<file path="src/rtl/bdb_pkg.sv">
// ----------------------------------------------------------------------------
// bdb_pkg: shared types and constants for the button debounce / blink block
// Register indexes, register reset values and the structs passed between
// the configuration, step and top-level modules.
// ----------------------------------------------------------------------------
package bdb_pkg;

   localparam int TIME_W     = 32;
   localparam int CFG_W      = 16;
   localparam int CSR_IDX_W  = 2;

   localparam logic [CSR_IDX_W-1:0] CSR_DEBOUNCE_TIME  = 2'd0;
   localparam logic [CSR_IDX_W-1:0] CSR_BLINK_INTERVAL = 2'd1;
   localparam logic [CSR_IDX_W-1:0] CSR_BUTTON_MODE    = 2'd2;

   localparam logic [CFG_W-1:0] DEBOUNCE_TIME_RST  = 16'd50;
   localparam logic [CFG_W-1:0] BLINK_INTERVAL_RST = 16'd500;

   localparam logic MODE_MOMENTARY = 1'b0;
   localparam logic MODE_BLINK     = 1'b1;

   localparam logic LEVEL_PRESSED  = 1'b0;
   localparam logic LEVEL_RELEASED = 1'b1;

   typedef struct packed {
      logic [CFG_W-1:0] debounce_time;
      logic [CFG_W-1:0] blink_interval;
      logic             button_mode;
   } cfg_type;

   typedef struct packed {
      logic valid;
      logic value;
   } result_type;

endpackage

</file>
<file path="src/rtl/bdb_csr.sv">
// ----------------------------------------------------------------------------
// bdb_csr: configuration registers
// Holds debounce time, blink interval and mode; writes to unused indexes
// are dropped.
// ----------------------------------------------------------------------------
module bdb_csr (
   input  logic                           clock,
   input  logic                           reset,
   input  logic                           csr_valid,
   output logic                           csr_ready,
   input  logic [bdb_pkg::CSR_IDX_W-1:0]  csr_index,
   input  logic [bdb_pkg::CFG_W-1:0]      csr_data,
   output bdb_pkg::cfg_type               cfg
);

   bdb_pkg::cfg_type cfg_ff;
   bdb_pkg::cfg_type cfg_in;

   assign csr_ready = 1'b1;
   assign cfg       = cfg_ff;

   always_comb begin
      cfg_in = cfg_ff;
      if (csr_valid) begin
         case (csr_index)
            bdb_pkg::CSR_DEBOUNCE_TIME:  cfg_in.debounce_time  = csr_data;
            bdb_pkg::CSR_BLINK_INTERVAL: cfg_in.blink_interval = csr_data;
            bdb_pkg::CSR_BUTTON_MODE:    cfg_in.button_mode    = csr_data[0];
            default: ;
         endcase
      end
   end

   always_ff @(posedge clock) begin
      if (reset) begin
         cfg_ff.debounce_time  <= bdb_pkg::DEBOUNCE_TIME_RST;
         cfg_ff.blink_interval <= bdb_pkg::BLINK_INTERVAL_RST;
         cfg_ff.button_mode    <= bdb_pkg::MODE_MOMENTARY;
      end else begin
         cfg_ff <= cfg_in;
      end
   end

endmodule

</file>
<file path="src/rtl/bdb_core.sv">
// ----------------------------------------------------------------------------
// bdb_core: debounce and blink state with the per-sample step logic
// Evaluates one registered sample per enabled cycle and updates state.
// ----------------------------------------------------------------------------
module bdb_core (
   input  logic                          clock,
   input  logic                          reset,
   input  bdb_pkg::cfg_type              cfg,
   input  logic                          step_en,
   input  logic [bdb_pkg::TIME_W-1:0]    time_now,
   input  logic                          raw_level,
   output bdb_pkg::result_type           result
);

   logic                       last_raw_ff,     last_raw_in;
   logic                       stable_ff,       stable_in;
   logic [bdb_pkg::TIME_W-1:0] change_time_ff,  change_time_in;
   logic                       blink_on_ff,     blink_on_in;
   logic [bdb_pkg::TIME_W-1:0] toggle_time_ff,  toggle_time_in;

   logic [bdb_pkg::TIME_W-1:0] since_change;
   logic [bdb_pkg::TIME_W-1:0] since_toggle;
   logic                       settle;
   logic                       blink_due;

   always_comb begin
      last_raw_in    = raw_level;
      change_time_in = (raw_level != last_raw_ff) ? time_now : change_time_ff;
      stable_in      = stable_ff;
      blink_on_in    = blink_on_ff;
      toggle_time_in = toggle_time_ff;
      result         = '0;

      // modulo 2^32 elapsed time
      since_change = time_now - change_time_in;
      since_toggle = time_now - toggle_time_ff;
      settle = (since_change >= {{(bdb_pkg::TIME_W-bdb_pkg::CFG_W){1'b0}},
                                 cfg.debounce_time}) && (stable_ff != raw_level);

      if (settle) begin
         stable_in = raw_level;
         if (cfg.button_mode == bdb_pkg::MODE_MOMENTARY) begin
            result.valid = 1'b1;
            result.value = (raw_level == bdb_pkg::LEVEL_PRESSED);
         end else if (raw_level == bdb_pkg::LEVEL_RELEASED && blink_on_ff) begin
            blink_on_in  = 1'b0;
            result.valid = 1'b1;
            result.value = 1'b0;
         end
      end

      blink_due = (cfg.button_mode == bdb_pkg::MODE_BLINK) &&
                  (stable_in == bdb_pkg::LEVEL_PRESSED) &&
                  (since_toggle >= {{(bdb_pkg::TIME_W-bdb_pkg::CFG_W){1'b0}},
                                    cfg.blink_interval});
      if (blink_due) begin
         blink_on_in    = ~blink_on_in;
         toggle_time_in = time_now;
         result.valid   = 1'b1;
         result.value   = blink_on_in;
      end

      if (!step_en) begin
         result.valid = 1'b0;
      end
   end

   always_ff @(posedge clock) begin
      if (reset) begin
         last_raw_ff    <= bdb_pkg::LEVEL_RELEASED;
         stable_ff      <= bdb_pkg::LEVEL_RELEASED;
         change_time_ff <= '0;
         blink_on_ff    <= 1'b0;
         toggle_time_ff <= '0;
      end else if (step_en) begin
         last_raw_ff    <= last_raw_in;
         stable_ff      <= stable_in;
         change_time_ff <= change_time_in;
         blink_on_ff    <= blink_on_in;
         toggle_time_ff <= toggle_time_in;
      end
   end

   // a stable change always takes the level of the current sample
   assert property (@(posedge clock) disable iff (reset)
      step_en && (stable_in != stable_ff) |-> (stable_in == raw_level))
      else $error("stable level took a value other than the sample");

   // blink flag only set while pressed in blink mode
   assert property (@(posedge clock) disable iff (reset)
      step_en && !blink_on_ff && blink_on_in |->
         cfg.button_mode == bdb_pkg::MODE_BLINK && stable_in == bdb_pkg::LEVEL_PRESSED)
      else $error("blink flag set outside a held press");

   // an idle cycle changes no state
   assert property (@(posedge clock) disable iff (reset)
      !step_en |=> $stable(stable_ff) && $stable(blink_on_ff) && $stable(toggle_time_ff))
      else $error("state changed without a sample");

endmodule

</file>
<file path="src/rtl/button_debounce_blink.sv">
// ----------------------------------------------------------------------------
// button_debounce_blink: timestamped push-button debounce with blink mode
// Registers each pin sample, runs one debounce/blink step on it and
// registers the reported value, if any.
//
//   channel | direction | ports
//   --------+-----------+-----------------------------------------------
//   req     | in        | req_valid, req_ready, req_time_now, req_raw_level
//   rsp     | out       | rsp_valid, rsp_ready, rsp_send_value
//   csr     | in        | csr_valid, csr_ready, csr_index, csr_data
//
// One sample per cycle while rsp is not stalled. A sample waits in the input
// register until its step; its value, if any, is presented the cycle after that step.
// The step stage advances whenever the result register is empty or taken,
// so a stalled rsp holds one sample in the input register, then req_ready drops.
// Synchronous reset restores released-pin state, time zero and default registers.
// csr writes are accepted every cycle.
// ----------------------------------------------------------------------------
module button_debounce_blink (
   input  logic                          clock,
   input  logic                          reset,
   input  logic                          req_valid,
   output logic                          req_ready,
   input  logic [bdb_pkg::TIME_W-1:0]    req_time_now,
   input  logic                          req_raw_level,
   output logic                          rsp_valid,
   input  logic                          rsp_ready,
   output logic                          rsp_send_value,
   input  logic                          csr_valid,
   output logic                          csr_ready,
   input  logic [bdb_pkg::CSR_IDX_W-1:0] csr_index,
   input  logic [bdb_pkg::CFG_W-1:0]     csr_data
);

   bdb_pkg::cfg_type    cfg;
   bdb_pkg::result_type result;

   logic                       in_valid_ff, in_valid_in;
   logic [bdb_pkg::TIME_W-1:0] in_time_ff;
   logic                       in_raw_ff;
   logic                       out_valid_ff, out_valid_in;
   logic                       out_value_ff;
   logic                       advance;

   bdb_csr u_csr (
      .clock     (clock),
      .reset     (reset),
      .csr_valid (csr_valid),
      .csr_ready (csr_ready),
      .csr_index (csr_index),
      .csr_data  (csr_data),
      .cfg       (cfg)
   );

   bdb_core u_core (
      .clock     (clock),
      .reset     (reset),
      .cfg       (cfg),
      .step_en   (advance),
      .time_now  (in_time_ff),
      .raw_level (in_raw_ff),
      .result    (result)
   );

   assign advance   = in_valid_ff && (!out_valid_ff || rsp_ready);
   assign req_ready = !in_valid_ff || advance;

   always_comb begin
      in_valid_in = in_valid_ff;
      if (req_valid && req_ready) begin
         in_valid_in = 1'b1;
      end else if (advance) begin
         in_valid_in = 1'b0;
      end

      out_valid_in = out_valid_ff;
      if (advance) begin
         out_valid_in = result.valid;
      end else if (rsp_ready) begin
         out_valid_in = 1'b0;
      end
   end

   always_ff @(posedge clock) begin
      if (reset) begin
         in_valid_ff  <= 1'b0;
         out_valid_ff <= 1'b0;
      end else begin
         in_valid_ff  <= in_valid_in;
         out_valid_ff <= out_valid_in;
      end
   end

   always_ff @(posedge clock) begin
      if (req_valid && req_ready) begin
         in_time_ff <= req_time_now;
         in_raw_ff  <= req_raw_level;
      end
      if (advance && result.valid) begin
         out_value_ff <= result.value;
      end
   end

   assign rsp_valid      = out_valid_ff;
   assign rsp_send_value = out_value_ff;

   // req is only held off by a full input register behind a stalled result
   assert property (@(posedge clock) disable iff (reset)
      !req_ready |-> in_valid_ff && out_valid_ff && !rsp_ready)
      else $error("req_ready low without a stall");

   // a held sample stays put until it is evaluated
   assert property (@(posedge clock) disable iff (reset)
      in_valid_ff && !advance |=> in_valid_ff && $stable(in_time_ff) && $stable(in_raw_ff))
      else $error("input register lost a pending sample");

   // a new result only appears from a step
   assert property (@(posedge clock) disable iff (reset)
      $rose(out_valid_ff) |-> $past(advance))
      else $error("result presented without a step");

endmodule
</file>
<file path="config.mk">
export PLATFORM = sky130hd
export DESIGN_NAME = button_debounce_blink
export DESIGN_NICKNAME = d
export VERILOG_FILES = /design/src/rtl/bdb_pkg.sv /design/src/rtl/bdb_csr.sv /design/src/rtl/bdb_core.sv /design/src/rtl/button_debounce_blink.sv
export SDC_FILE = /design/constraint.sdc
export NUM_CORES = 1
export LEC_CHECK = 0
export BUFFER_PORTS_ARGS = -buffer_cell sky130_fd_sc_hd__buf_2
export CAP_MARGIN = 10
export CELL_PAD_IN_SITES_DETAIL_PLACEMENT = 1
export CELL_PAD_IN_SITES_GLOBAL_PLACEMENT = 1
export CORE_ASPECT_RATIO = 0.75
export CORE_MARGIN = 5
export CORE_UTILIZATION = 42
export DETAILED_ROUTE_END_ITERATION = 6
export PLACE_DENSITY_LB_ADDON = 0.1
export REMOVE_ABC_BUFFERS = 1
export SYNTH_ARGS = -nofsm -noshare
export SYNTH_HDL_FRONTEND = slang
export SYNTH_SLANG_ARGS = --single-unit
</file>
<file path="constraint.sdc">
create_clock -name clock -period 7.2 [get_ports clock]
set_input_delay 0 -clock clock [delete_from_list [all_inputs] [get_ports clock]]
set_output_delay 0 -clock clock [all_outputs]
set_load 0.01 [all_outputs]
</file>
==> metrics.md <==
| Metric | Value |
|---|---|
| Die Wd | `around 190 um` |
| Number of hold violations in the final report | `0` |
| Clk buf depth | `2` |
| Worst setup EP type | `register` |
| Final net count | `approximately 1600` |
| Final worst slack | `between 0.3 and 0.4 ns` |
| Htree depth | `4` |
| Hold WC Path Type | `in -> reg` |
| First-pass GRT wire length | `roughly 60000 um` |
| Crit path top cell by count | `ha_1` |
| I/O Pins | `60` |
| Mapped Avg Cell Area | `7.79 sq um` |
| Critical Path RT | `7.56 ns` |
| Share of cells above drive strength 1 | `8.78%` |
| Compound-Gate Fraction of Synth Area | `23.1%` |
| Pleak | `4.68 nW` |
| Crit-path leading delay family | `simple AND/OR/NAND/NOR gates` |
| Cells after Synth | `about 1400` |
| Placed insts | `approximately 1700` |
| CTS tree | `yes` |
| Most used flip-flop cell after synthesis | `dfxtp_1` |
| Largest family of logic cells by synthesized area | `compound AO/OA/AOI/OAI gates` |
| DRT antenna net count | `0` |
| VDD IR-drop max | `147 uV` |
| Mux share of post-synthesis cell area | `5.95%` |
| Critical Path Source Type | `register` |
| P&R area growth vs syn | `15.5%` |
| Number of library cell types mapped by synthesis | `83` |
| Post-Place Worst Slack | `0.295 ns` |
| PwrDens | `204 nW/um^2` |
| Latest clock arrival within the worst-skew pair | `approximately 0.44 ns` |
| Routed wire length | `approximately 38000 um` |
| Final slew viol count | `0` |
| RSZ-0062 raised after global routing | `false` |
| PortBufs | `just under 60` |
| Vias | `approximately 11000` |
| Row cnt | `50` |
| Slew HR | `29.3%` |
| Ys Warns | `0` |
| DRT Pass-1 Iters | `5` |
| GRT overflow | `0` |
| Setup bufs post-CTS | `0` |
| Gr usage total | `around 26%` |
| Core Area | `roughly 25000 sq um` |
| Outcome | `completed` |
| Hpwl dp | `roughly 28000 um` |
| Seq/Total Area, Yosys | `28.9%` |
| Crit-path max FO | `23` |
| Mapped cell area | `approximately 11000 sq um` |
| Met3 Use GR | `3.30%` |
| Final Setup Violations | `0` |
| Fmax | `~150 MHz` |
| Placed cell areas | `11100 sq um` |
| WP buf/inv | `2` |
| Total Power | `2.50 mW` |
| Setup Skew | `about 0.012 ns` |
| CP cell instances | `xnor2_4 -> nand2_1 -> o21ai_0 -> ha_1 -> inv_1 -> ha_1 -> or4_4 -> and4_4 -> a21oi_1 -> o221ai_1 -> nor2_1 -> xnor2_1 -> ha_1 -> o21ai_0 -> nor2_1 -> nor4_1 -> nand4b_1 -> a2111oi_1 -> nand4_1 -> or4b_4 -> o31a_1 -> a211oi_4 -> buf_4 -> mux2i_1` |
| Max-cap violation count | `0` |
| CTS Buf Count | `17` |
| Final Cell Area | `12200 sq um` |
| Post-route DRC | `0` |
| Initial Util | `between 40 and 50%` |
| Ant diodes | `0` |
| Average wire per standard cell | `approximately 21 um` |
| Worst Tran Pin Value | `roughly 1.0 ns` |
| Setup TNS | `0 ns` |
| Synth async-reset ratio | `0%` |
| Largest net degree at the start of global routing | `between 70 and 80` |
| Critical-path top delay cell | `or4_4` |
| Synth Register Bits | `136` |
| Number of global-route vias before repair | `10400` |
| Synth Area in Adders | `between 10% and 20%` |
| Clock Pin Slew Worst Setup and Hold Paths | `around 0.070 ns` |
| Root Driver | `clkbuf_16` |
| Synth Area in XOR/XNOR | `under 10%` |
| DRT iter0 DRCs | `roughly 740` |
| Critical Path Max Stage Delay | `approximately 0.58 ns` |
| Clock period minus worst slack | `between 6 and 7 ns` |
| Fin cells | `around 1800` |
| CTS Sinks | `between 100 and 150` |
| Grt peak-use layer | `met1` |
| Initial antenna violation count | `0` |
| Vias/cell | `just under 6` |
| Crit path kind | `reg -> reg` |
| WP data arrival | `about 7.2 ns` |
| Synth Area in Simple Gates | `21.6%` |
| Tcrit/Tclk final | `94.6%` |
| Post-synth EDFFs | `34` |
| Die Y | `around 150 um` |
| Met1 usage | `between 30% and 40%` |
| Die ar. | `around 29000 sq um` |
| Met2 Use GR | `38.8%` |
| Placer Congestion | `about 0.95` |
layout make-up:
| type | count | area [sq um] |
|---|---|---|
| repair buffers | 121 | 891 |
| clock inverters | 15 | 158 |
| flip-flops and latches | 136 | 3060 |
| fillers | 3129 | 12700 |
| well taps | 338 | 423 |
| inverters | 97 | 364 |
| multi-input cells | 1060 | 6900 |
| clock buffers | 17 | 425 |
cells by family after synthesis:
logic type      count (synthesis)
fa+ha+maj                      87
buf+inv                       163
simple gates                  493
mux                            62
compound gates                371
xor+xnor                       46
other cells                     1
flops                         136
cell usage after synthesis (31+ instances only):
cell type  count  area [sq um]
nand2_1      242           908
a21oi_1      132           661
dfxtp_1      102          2040
inv_1         96           360
nor2_1        85           319
ha_1          84          1050
mux2i_1       58           581
clkbuf_1      55           206
o21ai_0       54           270
edfxtp_1      34          1020
a211oi_1      33           248
o211ai_1      31           233
per-layer routing:
metal  part of all wire [%]  up-vias
li1                       -     5040
met1                     51     5230
met2                     43      257
met3                    4.7       48
met4                    1.9        0
met5                      0        -
flip-flops by register name (all words and copies together) (netlist names), 32 cells and up:
register	cells
u_core.change_time_ff	32
in_time_ff	32
u_core.toggle_time_ff	32
u_csr.cfg	33
worst paths after layout:
path                                                start                   endpoint  slack, ns  cells after the start
worst max register to register                  in_raw_ff   u_core.toggle_time_ff[1]       0.39                     24
worst min register to register  u_core.toggle_time_ff[14]  u_core.toggle_time_ff[14]       0.46                      2
worst max-delay path                            in_raw_ff   u_core.toggle_time_ff[1]       0.39                     24
worst min-delay path                            rsp_ready                  rsp_valid       0.10                      5
cell usage in the layout, fill, tap and decap left out, types with 13 or more instances in the layout:
| cell type | Yosys | routed |
|---|---|---|
| dlygate4sd3_1 | 0 | 51 |
| buf_2 | 3 | 58 |
| a21oi_1 | 132 | 132 |
| clkbuf_16 | 0 | 17 |
| nand2_1 | 242 | 242 |
| o21a_1 | 13 | 13 |
| o21ai_0 | 54 | 54 |
| nor2b_1 | 17 | 17 |
| xnor2_1 | 24 | 24 |
| inv_1 | 96 | 96 |
| nand4_1 | 22 | 22 |
| xor2_1 | 21 | 20 |
| edfxtp_1 | 34 | 34 |
| a211oi_1 | 33 | 33 |
| nor3_1 | 24 | 24 |
| mux2i_1 | 58 | 58 |
| o211ai_1 | 31 | 31 |
| ha_1 | 84 | 84 |
| a21o_1 | 20 | 20 |
| nand2b_1 | 20 | 20 |
| nor2_1 | 85 | 85 |
| nand3_1 | 19 | 19 |
| dfxtp_1 | 102 | 102 |
power by group:
group	switching [mW]	leakage, nW	internal, mW
logic	0.461	3.23	0.287
clock network	0.402	0.291	0.490
registers	0.0420	1.16	0.815
total	0.905	4.68	1.59
timing repair:
item	CTS	global route
setup endpoints to repair	0	25
gates resized for setup	0	2
endpoints found under the hold margin	67	0
hold buffers	51	0
metrics by stage:
| step | hold slack [ns] | utilization [%] |
|---|---|---|
| final | 0.104 | 49.1 |
| after global routing | 0.116 | 49.1 |
| after CTS | 0.0896 | 49.1 |
| after detailed placement | 0.179 | 44.7 |
| after global placement | 0.177 | 44.7 |
| after floorplan | 0.0691 | - |
tightest hold or removal path: cells and delay by family:
family,cells,cell delay [ns]
buffers and inverters,1,0.08
AOI/OAI and AO/OA,2,0.26
and+or+nand+nor,2,0.14
Note: power is estimated with default switching activity, not from simulation.
